==> src/rtl/tmavg_pkg.sv <==
// Shared types and constants for the temperature moving-average unit.
`timescale 1ns / 1ps
`default_nettype none

package tmavg_pkg;

  // ring depth and derived widths
  localparam int Window   = 10;
  localparam int SampleW  = 15;
  localparam int SlotW    = $clog2(Window);
  localparam int CntW     = $clog2(Window + 1);
  localparam int SumW     = SampleW + $clog2(Window);
  localparam int MagW     = SumW - 1;
  localparam int DivSteps = (MagW + 1) / 2;
  localparam int DivW     = 2 * DivSteps;
  localparam int StepW    = $clog2(DivSteps);

  // input field widths
  localparam int WholeW = 8;
  localparam int MicroW = 21;

  // micro / 10000 via reciprocal: floor(x * RecipMul / 2^RecipShift), exact for |x| <= 2^20
  localparam int RecipShift = 34;
  localparam logic [MicroW-1:0] RecipMul = MicroW'(1717987);
  localparam int QuotW      = 7;
  localparam int ProdW      = 2 * MicroW;

  localparam logic signed [SampleW-1:0] CentiPerDegree = SampleW'(100);
  localparam logic signed [SampleW-1:0] CentiMax       = 15'sh3fff;
  localparam logic signed [SampleW-1:0] CentiMin       = 15'sh4000;

  typedef struct packed {
    logic capture;
    logic conv;
    logic make_sample;
    logic accum;
    logic prep;
    logic div_step;
    logic out_load;
  } tmavg_cmd_t;

  typedef struct packed {
    logic div_last;
  } tmavg_stat_t;

endpackage

`default_nettype wire

==> src/rtl/temperature_moving_average_min_max_unit.sv <==
// Top level of the temperature moving-average unit with min/max tracking.
//
// Input channel: in_valid/in_ready carry one reading per request as
// whole_degrees (signed) and micro_degrees (signed millionths). Output
// channel: out_valid/out_ready carry average_centi, lowest_centi and
// highest_centi in hundredths of a degree, one result per input request.
// The average covers the last ten samples, or fewer right after reset.
// From input accept to result valid the steps are: conversion multiply,
// sample build, ring update, divider load, the two-bit-per-cycle restoring
// divider by the fill count, then the output load. A new reading is taken
// only once the previous one has been loaded into the output register.
// The result sits in an output register, so the next reading is accepted
// while a result waits; if the receiver still stalls when the next result
// is ready, the unit holds it and accepts no further reading until then.
// Reset (rst, synchronous) empties the ring, clears the sum and sets the
// tracked minimum to +16383 and maximum to -16384 hundredths.
`timescale 1ns / 1ps
`default_nettype none

module temperature_moving_average_min_max_unit (
  input  wire logic                                clk,
  input  wire logic                                rst,
  input  wire logic                                in_valid,
  output logic                                     in_ready,
  input  wire logic signed [tmavg_pkg::WholeW-1:0] whole_degrees,
  input  wire logic signed [tmavg_pkg::MicroW-1:0] micro_degrees,
  output logic                                     out_valid,
  input  wire logic                                out_ready,
  output logic signed [tmavg_pkg::SampleW-1:0]     average_centi,
  output logic signed [tmavg_pkg::SampleW-1:0]     lowest_centi,
  output logic signed [tmavg_pkg::SampleW-1:0]     highest_centi
);

  tmavg_pkg::tmavg_cmd_t  cmd;
  tmavg_pkg::tmavg_stat_t stat;

  tmavg_ctrl u_ctrl (
    .clk       (clk),
    .rst       (rst),
    .in_valid  (in_valid),
    .in_ready  (in_ready),
    .out_valid (out_valid),
    .out_ready (out_ready),
    .cmd       (cmd),
    .stat      (stat)
  );

  tmavg_dp u_dp (
    .clk           (clk),
    .rst           (rst),
    .cmd           (cmd),
    .stat          (stat),
    .whole_degrees (whole_degrees),
    .micro_degrees (micro_degrees),
    .average_centi (average_centi),
    .lowest_centi  (lowest_centi),
    .highest_centi (highest_centi)
  );

endmodule

`default_nettype wire

==> src/rtl/tmavg_ctrl.sv <==
// Sequencing state machine for the temperature moving-average unit.
`timescale 1ns / 1ps
`default_nettype none

module tmavg_ctrl (
  input  wire logic                  clk,
  input  wire logic                  rst,
  input  wire logic                  in_valid,
  output logic                       in_ready,
  output logic                       out_valid,
  input  wire logic                  out_ready,
  output tmavg_pkg::tmavg_cmd_t      cmd,
  input  wire tmavg_pkg::tmavg_stat_t stat
);

  typedef enum logic [6:0] {
    S_IDLE   = 7'b0000001,
    S_CONV   = 7'b0000010,
    S_SAMPLE = 7'b0000100,
    S_ACCUM  = 7'b0001000,
    S_PREP   = 7'b0010000,
    S_DIV    = 7'b0100000,
    S_DONE   = 7'b1000000
  } state_t;

  state_t state, state_next;
  logic   out_valid_next;
  logic   out_free;

  assign in_ready = (state == S_IDLE);
  assign out_free = !out_valid || out_ready;

  always_comb begin
    state_next = state;
    cmd        = '0;
    unique case (state)
      S_IDLE: begin
        if (in_valid) begin
          cmd.capture = 1'b1;
          state_next  = S_CONV;
        end
      end
      S_CONV: begin
        cmd.conv   = 1'b1;
        state_next = S_SAMPLE;
      end
      S_SAMPLE: begin
        cmd.make_sample = 1'b1;
        state_next      = S_ACCUM;
      end
      S_ACCUM: begin
        cmd.accum  = 1'b1;
        state_next = S_PREP;
      end
      S_PREP: begin
        cmd.prep   = 1'b1;
        state_next = S_DIV;
      end
      S_DIV: begin
        cmd.div_step = 1'b1;
        if (stat.div_last) state_next = S_DONE;
      end
      S_DONE: begin
        // hold the new result until the output register is free
        if (out_free) begin
          cmd.out_load = 1'b1;
          state_next   = S_IDLE;
        end
      end
      default: state_next = S_IDLE;
    endcase
  end

  always_comb begin
    if (cmd.out_load) out_valid_next = 1'b1;
    else if (out_ready) out_valid_next = 1'b0;
    else out_valid_next = out_valid;
  end

  always_ff @(posedge clk) begin
    if (rst) begin
      state     <= S_IDLE;
      out_valid <= 1'b0;
    end else begin
      state     <= state_next;
      out_valid <= out_valid_next;
    end
  end

  a_rise_from_done: assert property (@(posedge clk) disable iff (rst)
    $rose(out_valid) |-> $past(state == S_DONE))
    else $error("result valid raised outside completion");

  a_load_only_when_free: assert property (@(posedge clk) disable iff (rst)
    cmd.out_load |-> (!out_valid || out_ready))
    else $error("result overwritten before it was taken");

endmodule

`default_nettype wire

==> src/rtl/tmavg_dp.sv <==
// Datapath: reading conversion, sample ring, running sum, divider, min/max.
`timescale 1ns / 1ps
`default_nettype none

module tmavg_dp (
  input  wire logic                                  clk,
  input  wire logic                                  rst,
  input  wire tmavg_pkg::tmavg_cmd_t                 cmd,
  output tmavg_pkg::tmavg_stat_t                     stat,
  input  wire logic signed [tmavg_pkg::WholeW-1:0]   whole_degrees,
  input  wire logic signed [tmavg_pkg::MicroW-1:0]   micro_degrees,
  output logic signed [tmavg_pkg::SampleW-1:0]       average_centi,
  output logic signed [tmavg_pkg::SampleW-1:0]       lowest_centi,
  output logic signed [tmavg_pkg::SampleW-1:0]       highest_centi
);

  localparam int SampleW = tmavg_pkg::SampleW;
  localparam int SumW    = tmavg_pkg::SumW;
  localparam int MagW    = tmavg_pkg::MagW;
  localparam int DivW    = tmavg_pkg::DivW;
  localparam int CntW    = tmavg_pkg::CntW;
  localparam int SlotW   = tmavg_pkg::SlotW;
  localparam int StepW   = tmavg_pkg::StepW;
  localparam int QuotW   = tmavg_pkg::QuotW;
  localparam int MicroW  = tmavg_pkg::MicroW;
  localparam int WholeW  = tmavg_pkg::WholeW;
  localparam int ProdW   = tmavg_pkg::ProdW;

  logic [SampleW-1:0] ring [tmavg_pkg::Window];

  logic signed [WholeW-1:0]  whole_q;
  logic signed [MicroW-1:0]  micro_q;
  logic [QuotW-1:0]          frac_mag;
  logic [SampleW-1:0]        old_sample;
  logic signed [SampleW-1:0] sample;
  logic signed [SumW-1:0]    sum, sum_next;
  logic [DivW-1:0]           dvd, dvd_next;
  logic [CntW-1:0]           rem, rem_next;
  logic                      neg;
  logic [StepW-1:0]          step;
  logic [SlotW-1:0]          write_slot;
  logic [CntW-1:0]           fill_count;
  logic signed [SampleW-1:0] running_low, running_high;

  logic [MicroW-1:0]         micro_mag;
  logic [ProdW-1:0]          prod;
  logic signed [SampleW-1:0] whole_scaled;
  logic signed [SampleW-1:0] frac_signed;
  logic signed [SampleW-1:0] sample_next;
  logic                      full;
  logic [MagW-1:0]           sum_mag;
  logic [SampleW-1:0]        quot;
  logic signed [SampleW-1:0] avg_next;

  // reading conversion: whole*100 + trunc(micro/10000)
  assign micro_mag    = micro_q[MicroW-1] ? MicroW'(-micro_q) : MicroW'(micro_q);
  assign prod         = ProdW'(micro_mag) * ProdW'(tmavg_pkg::RecipMul);
  assign whole_scaled = SampleW'(whole_q) * tmavg_pkg::CentiPerDegree;
  assign frac_signed  = micro_q[MicroW-1] ? -SampleW'(frac_mag) : SampleW'(frac_mag);
  assign sample_next  = whole_scaled + frac_signed;

  // once the ring is full the evicted sample leaves the sum
  assign full     = (fill_count == CntW'(tmavg_pkg::Window));
  assign sum_next = full ? sum + SumW'(sample) - SumW'($signed(old_sample))
                         : sum + SumW'(sample);
  assign sum_mag  = sum[SumW-1] ? MagW'(-sum) : MagW'(sum);

  // two restoring divide steps per cycle
  always_comb begin
    logic [CntW-1:0] r;
    logic [DivW-1:0] t;
    logic [CntW:0]   sh;
    r = rem;
    t = dvd;
    for (int k = 0; k < 2; k++) begin
      sh = {r, t[DivW-1]};
      t  = {t[DivW-2:0], 1'b0};
      if (sh >= {1'b0, fill_count}) begin
        sh   = sh - {1'b0, fill_count};
        t[0] = 1'b1;
      end
      r = sh[CntW-1:0];
    end
    rem_next = r;
    dvd_next = t;
  end

  assign quot     = dvd[SampleW-1:0];
  assign avg_next = neg ? -$signed(quot) : $signed(quot);

  assign stat.div_last = (step == StepW'(tmavg_pkg::DivSteps - 1));

  // sample ring, registered read
  always_ff @(posedge clk) begin
    if (cmd.conv) old_sample <= ring[write_slot];
    if (cmd.accum) ring[write_slot] <= sample;
  end

  // payload registers
  always_ff @(posedge clk) begin
    if (cmd.capture) begin
      whole_q <= whole_degrees;
      micro_q <= micro_degrees;
    end
    if (cmd.conv) frac_mag <= prod[tmavg_pkg::RecipShift +: QuotW];
    if (cmd.make_sample) sample <= sample_next;
    if (cmd.prep) begin
      dvd <= DivW'(sum_mag);
      rem <= '0;
      neg <= sum[SumW-1];
    end else if (cmd.div_step) begin
      dvd <= dvd_next;
      rem <= rem_next;
    end
    if (cmd.out_load) average_centi <= avg_next;
  end

  // control state
  always_ff @(posedge clk) begin
    if (rst) begin
      sum          <= '0;
      write_slot   <= '0;
      fill_count   <= '0;
      step         <= '0;
      running_low  <= tmavg_pkg::CentiMax;
      running_high <= tmavg_pkg::CentiMin;
    end else begin
      if (cmd.accum) begin
        sum        <= sum_next;
        write_slot <= (write_slot == SlotW'(tmavg_pkg::Window - 1)) ? '0 : write_slot + 1'b1;
        if (!full) fill_count <= fill_count + 1'b1;
      end
      if (cmd.prep) step <= '0;
      else if (cmd.div_step) step <= step + 1'b1;
      if (cmd.out_load) begin
        if (avg_next < running_low) running_low <= avg_next;
        if (avg_next > running_high) running_high <= avg_next;
      end
    end
  end

  assign lowest_centi  = running_low;
  assign highest_centi = running_high;

  a_ring_bounds: assert property (@(posedge clk) disable iff (rst)
    fill_count <= CntW'(tmavg_pkg::Window) && write_slot < SlotW'(tmavg_pkg::Window))
    else $error("ring pointer or fill count out of range");

  a_rem_below_divisor: assert property (@(posedge clk) disable iff (rst)
    cmd.div_step |=> rem < fill_count)
    else $error("divider remainder not below fill count");

  a_low_le_high: assert property (@(posedge clk) disable iff (rst)
    cmd.out_load |=> running_low <= running_high
      && running_low <= average_centi && average_centi <= running_high)
    else $error("running min/max inconsistent with average");

endmodule

`default_nettype wire

==> config.mk <==
export PLATFORM = sky130hd
export DESIGN_NAME = temperature_moving_average_min_max_unit
export DESIGN_NICKNAME = d
export VERILOG_FILES = /design/src/rtl/tmavg_pkg.sv /design/src/rtl/temperature_moving_average_min_max_unit.sv /design/src/rtl/tmavg_ctrl.sv /design/src/rtl/tmavg_dp.sv
export SDC_FILE = /design/constraint.sdc
export NUM_CORES = 1
export LEC_CHECK = 0
export BUFFER_PORTS_ARGS = -buffer_cell sky130_fd_sc_hd__buf_2
export CAP_MARGIN = 20
export CORE_ASPECT_RATIO = 1.75
export CORE_MARGIN = 5
export CORE_UTILIZATION = 57
export DETAILED_ROUTE_END_ITERATION = 8
export GPL_TIMING_DRIVEN = 0
export MAX_ROUTING_LAYER = met4
export PLACE_DENSITY_LB_ADDON = 0.12
export SKIP_LAST_GASP = 1
export SLEW_MARGIN = 10
export SYNTH_ARGS = -nofsm -noshare
export SYNTH_HDL_FRONTEND = slang
export SYNTH_SLANG_ARGS = --single-unit
==> constraint.sdc <==
create_clock -name clk -period 20.5 [get_ports clk]
set_input_delay 2.05 -clock clk [delete_from_list [all_inputs] [get_ports clk]]
set_output_delay 2.05 -clock clk [all_outputs]
set_load 0.01 [all_outputs]
==> flow_metrics.py, run 1 <==
metrics = {
    "die": {
        "fp.dieH_um": 283,
        "die_w_um": 166,
        "core_area_mm2": 0.0424,
        "io_pins": 80,
        "die-area_mm2": 0.0471,
        "initial_utilization": 0.574,
        "num_rows": 100,
    },
    "timing": {
        "setup_viol": 0,
        "setup_tns_ps": 0,
        "slew_violations": 0,
        "hold_viol": 0,
        "period_share": 0.470,
        "grt_setup_unrepaired": "no",
        "worstMarginPinSlew_ps": 1000,
        "max_freq_mhz": 104,
        "relSlewSlack": 0.330,
        "layout_min_cycle_time_ps": 9640,
        "final.setup.worst_slack_ps": 10860,
        "fin_worst_skew_ps": 21.7,
    },
    "finish": {
        "n_antenna_cell": 0,
        "layout.nets": 2839,
        "syn_to_final_growth_pct": 9.79,
        "fillers": 3459,
        "drive_above_1_share": 0.0890,
    },
    "yosys": {
        "synthFlopType": "edfxtp_1",
        "syn-instance-count": 2203,
        "ys_seq_elements": 323,
        "synthDistinctLibCells": 64,
        "synth_top_cell_by_area": "edfxtp_1",
        "seq_area_frac_synth": 0.368,
        "ys_warn_count": 0,
        "netlist.area_leader.share": 0.308,
        "synth.most_common_cell": "inv_1",
        "async_reset_ff_frac": 0,
        "syn_area_per_cell_um2": 11.1,
        "synth_area_leaders": "edfxtp_1, ha_1, fa_1",
        "netlist_top_cells_count": "inv_1, ha_1, edfxtp_1",
        "syn_area_mm2": 0.0244,
        "synth_edf_count": 250,
        "syn-num-nets": 2708,
    },
    "setup_path": {
        "cp.arrival_ps": 9980,
        "cp_common_cell": "fa_1",
        "cp.required_ps": 20840,
        "critPathMaxStageDelay_ps": 650,
        "setup.worst_path.end_class": "flop",
        "cp_num_buf_inv": 5,
        "path_delay_family": "adder cells",
        "crit_type": "reg -> reg",
        "crit_path_max_fanout": 9,
        "critPathSlowestCell": "nor4_1",
        "worst_setup_path_start_kind": "flop",
    },
    "global_route": {
        "grt_overflow": 0,
        "grt_pass1_wl_mm": 93.5,
        "grt_max_degree": 30,
        "grt_use_total": 0.258,
        "grt_antenna_before_repair": 0,
        "first_global_vias": 17793,
    },
    "route": {
        "ant_nets": 0,
        "routedWlPerCell_um": 20.0,
        "via_count": 16425,
        "vias_per_cell": 5.63,
        "drt_iter0_drc": 761,
        "routed_wl_mm": 58.4,
        "dr.pass1.iters": 5,
        "drc": 0,
    },
    "placed_design": {
        "gp_congestion": 0.973,
        "dp_hpwl_mm": 48.5,
        "io_buffers": 79,
        "pre_cts_slack_ps": 10780,
    },
    "cts": {
        "post_cts_buffers": 0,
        "clk_pin_slew_worst_paths_ps": 70,
        "cts_tree": "yes",
        "clock_path_buffers": 3,
        "h-tree-depth": 1,
        "holdBufCountCts": 0,
        "numCtsBuffers": 31,
        "root_buffer": "clkbuf_16",
        "cts_resized": 0,
        "clock_latency_ps": 600,
        "clock-sinks": 323,
    },
    "status": {
        "status": "completed",
    },
    "min_path": {
        "hp-class": "reg -> reg",
    },
    "flow_run": {
        "drv_cap": 0,
    },
}
cell type report:
| class | count | area, um^2 | share of cell area |
|---|---|---|---|
| clock inverters | 19 | 229 | 0.00856 |
| flip-flops and latches | 323 | 8970 | 0.335 |
| plain buffers | 46 | 183 | 0.00683 |
| clock buffers | 39 | 836 | 0.0313 |
| well taps | 561 | 702 | 0.0263 |
| repair buffers | 98 | 554 | 0.0207 |
| multi-input cells | 1420 | 13700 | 0.513 |
| inverters | 414 | 1550 | 0.0581 |
worst paths after layout:
path | from | endpoint | slack (ps) | depth (start not counted)
worst min register to register | u_dp.sum[18]$_SDFFE_PP0P_ | u_dp.neg$_DFFE_PP_ | 460 | 0
worst min-delay path | u_dp.sum[18]$_SDFFE_PP0P_ | u_dp.neg$_DFFE_PP_ | 460 | 0
worst max register to register | u_dp.micro_q[0]$_DFFE_PP_ | u_dp.frac_mag[5]$_DFFE_PP_ | 10860 | 31
worst max-delay path | u_dp.micro_q[0]$_DFFE_PP_ | u_dp.frac_mag[5]$_DFFE_PP_ | 10860 | 31
placed cells by master (no fill, tap or decap), types with 38 or more instances in the layout:
master	instances
a21o_1	42
a21oi_1	105
buf_2	84
clkbuf_1	45
dfxtp_1	73
edfxtp_1	250
fa_1	171
ha_1	301
inv_1	412
nand2_1	101
nor2_1	96
nor3_1	38
o21ai_0	71
xnor2_1	98
xor2_1	39
per-layer routing:
metal,wire (um),vias to the layer above,track usage
met4,3650,0,0.130
li1,-,7852,-
met3,1840,156,0.0248
met2,32100,333,0.485
met1,20800,8084,0.264
met5,0,-,-
per-stage QoR:
| step | area, um^2 | instances | util | hold slack (ps) |
|---|---|---|---|---|
| 2_1_floorplan | 24400 | 2203 | - | 406 |
| 3_3_place_gp | 25500 | 2843 | 0.600 | 423 |
| 3_5_place_dp | 25700 | 2861 | 0.605 | 435 |
| 4_1_cts | 26700 | 2919 | 0.630 | 456 |
| 5_1_grt | 26700 | 2920 | 0.630 | 454 |
| 6_report | 26700 | 2920 | 0.630 | 455 |
flip-flops by register name, indices dropped and copies added (netlist names), 4 cells and up:
name	count
u_dp.ring	150
u_dp.micro_q	21
u_dp.sum	19
u_dp.dvd	18
u_dp.average_centi	15
u_dp.highest_centi	15
u_dp.lowest_centi	15
u_dp.old_sample	15
u_dp.sample	15
u_dp.whole_q	8
u_ctrl.state	7
u_dp.frac_mag	7
u_dp.fill_count	4
u_dp.rem	4
u_dp.step	4
u_dp.write_slot	4
logic make-up after synthesis:
family	after synthesis	synth area share
adders and majority gates	472	0.295
buffers and inverters	460	0.0713
and+or+nand+nor	377	0.0756
AOI/OAI and AO/OA	367	0.0973
DFF	323	0.368
xor gates and xnor gates	137	0.0493
muxes	67	0.0431
Power of run 1 is not shown: default switching activity piles up to over one toggle a cycle in this logic, so the estimate is an artifact.
==> inputs of run 2 (changes only) <==
- clock period: 20.5 -> 9.84 ns (I/O delays scaled with it)
==> run 2 against run 1 <==
Register-to-register slack lost 11000 ps. Cell count is the same. Via count is essentially flat. Utilization is essentially flat. Wire length is essentially flat. Critical path depth shrank 2. First-iteration DRC count grew 5.4%.
==> flow_metrics.py, run 2 (same netlist as run 1, synthesis figures left out) <==
metrics = {
    "timing": {
        "period_share": 0.965,
        "worstMarginPinSlew_ps": 1000,
        "setup_viol": 0,
        "hold_viol": 0,
        "slew_violations": 0,
        "max_freq_mhz": 105,
        "layout_min_cycle_time_ps": 9490,
        "fin_worst_skew_ps": 21.5,
        "relSlewSlack": 0.323,
    },
    "finish": {
        "reg_top3": "u_dp.ring: 150 flops, u_dp.micro_q: 21 flops, u_dp.sum: 19 flops",
        "layout_commonest_cell": "inv_1",
        "drive_above_1_share": 0.0903,
        "largest_reg_flops": 150,
        "final_util": 0.631,
        "n_antenna_cell": 0,
        "syn_to_final_growth_pct": 9.85,
        "most-common-layout-cells": "inv_1, ha_1, edfxtp_1",
        "largest_register": "u_dp.ring",
        "layout.nets": 2839,
    },
    "route": {
        "dr.pass1.iters": 5,
        "via_count": 16428,
        "vias_per_cell": 5.63,
        "drc": 0,
        "routedWlPerCell_um": 20.0,
        "routed_wl_mm": 58.4,
        "drt_iter0_drc": 802,
        "ant_nets": 0,
    },
    "setup_path": {
        "critPathMaxStageDelay_ps": 620,
        "worst_setup_path_start_kind": "flop",
        "critPathSlowestCell": "edfxtp_1",
        "cp.required_ps": 10150,
        "cp_common_cell": "fa_1",
        "worst-r2r-cell-count": 29,
        "crit_type": "reg -> reg",
        "cp.arrival_ps": 9800,
        "setup.worst_path.end_class": "flop",
        "crit_path_max_fanout": 9,
    },
    "global_route": {
        "first_global_vias": 17793,
        "grt_antenna_before_repair": 0,
        "grt_overflow": 0,
        "grt_max_degree": 30,
        "grt_use_total": 0.258,
        "grt_pass1_wl_mm": 93.5,
    },
    "status": {
        "status": "completed",
    },
    "die": {
        "die_w_um": 166,
        "initial_utilization": 0.574,
        "num_rows": 100,
        "core_area_mm2": 0.0424,
        "fp.dieH_um": 283,
        "die-area_mm2": 0.0471,
        "io_pins": 80,
    },
    "min_path": {
        "holdPathStages": 0,
        "hp-class": "reg -> reg",
    },
    "placed_design": {
        "io_buffers": 79,
        "gp_congestion": 0.973,
        "dp_hpwl_mm": 48.5,
    },
    "cts": {
        "numCtsBuffers": 31,
        "clock-sinks": 323,
        "root_buffer": "clkbuf_16",
        "clk_pin_slew_worst_paths_ps": 70,
        "holdBufCountCts": 0,
        "post_cts_buffers": 0,
        "h-tree-depth": 1,
        "cts_tree": "yes",
        "clock_path_buffers": 3,
        "clock_latency_ps": 600,
    },
    "flow_run": {
        "drv_cap": 0,
    },
}
==> run 2: changes by cell type in the layout (fill, tap and decap cells not counted) <==
| cell | previous run | this run |
|---|---|---|
| nor4_1 | 4 | 3 |
| a2111oi_1 | 1 | 0 |
| nor4_2 | 4 | 5 |
| o31ai_1 | 19 | 18 |
| a2111oi_2 | 0 | 1 |
| o31ai_2 | 0 | 1 |
==> run 2: path summary, 6_finish.rpt <==
kind	end	slack, ps	from
min reg2reg	u_dp.neg$_DFFE_PP_	460	u_dp.sum[18]$_SDFFE_PP0P_
max reg2reg	u_dp.frac_mag[0]$_DFFE_PP_	350	u_dp.micro_q[0]$_DFFE_PP_
max	u_dp.frac_mag[0]$_DFFE_PP_	350	u_dp.micro_q[0]$_DFFE_PP_
min	u_dp.neg$_DFFE_PP_	460	u_dp.sum[18]$_SDFFE_PP0P_
==> run 2: repair_timing <==
| action | in CTS | in global routing |
|---|---|---|
| setup endpoints to repair | 0 | 4 |
| resized for setup | 0 | 3 |
| hold endpoints to repair | 0 | 0 |
==> run 2: per-stage QoR <==
step | instance area (um^2) | hold slack (ps) | cells | worst slack, ps | setup TNS [ps]
2_1_floorplan | 24400 | 406 | 2203 | 1580 | 0
3_3_place_gp | 25500 | 423 | 2843 | -227 | -227
3_5_place_dp | 25700 | 435 | 2861 | 117 | 0
4_1_cts | 26700 | 456 | 2919 | 63.6 | 0
5_1_grt | 26800 | 454 | 2920 | -12.4 | -12.4
6_report | 26800 | 458 | 2920 | 346 | 0
==> run 2: final cells by class <==
type	instances	area [um^2]
Clock buffer	39	836
Sequential cell	323	8970
Timing Repair Buffer	98	554
Tap cell	561	702
Fill cell	3459	15700
Multi-Input combinational cell	1420	13700
Clock inverter	19	229
Inverter	414	1550
Buffer	46	183
==> run 2: worst max-delay path, delay by kind of cell (launching register included) <==
kind                       cells  cell delay (ps)
adders and majority gates      9             3990
and+or+nand+nor                9             2150
DFF                            1              620
buffers and inverters          5              610
muxes                          1              150
xor gates and xnor gates       1              270
AOI/OAI and AO/OA              4             1430
==> run 2: per-layer routing <==
metal / vias to the layer above / share of wire / track usage
met5: - / 0 / -
met2: 346 / 0.55 / 0.485
li1: 7856 / - / -
met4: 0 / 0.064 / 0.130
met1: 8067 / 0.36 / 0.264
met3: 159 / 0.032 / 0.0248
Power of run 2 is left out for the same reason.
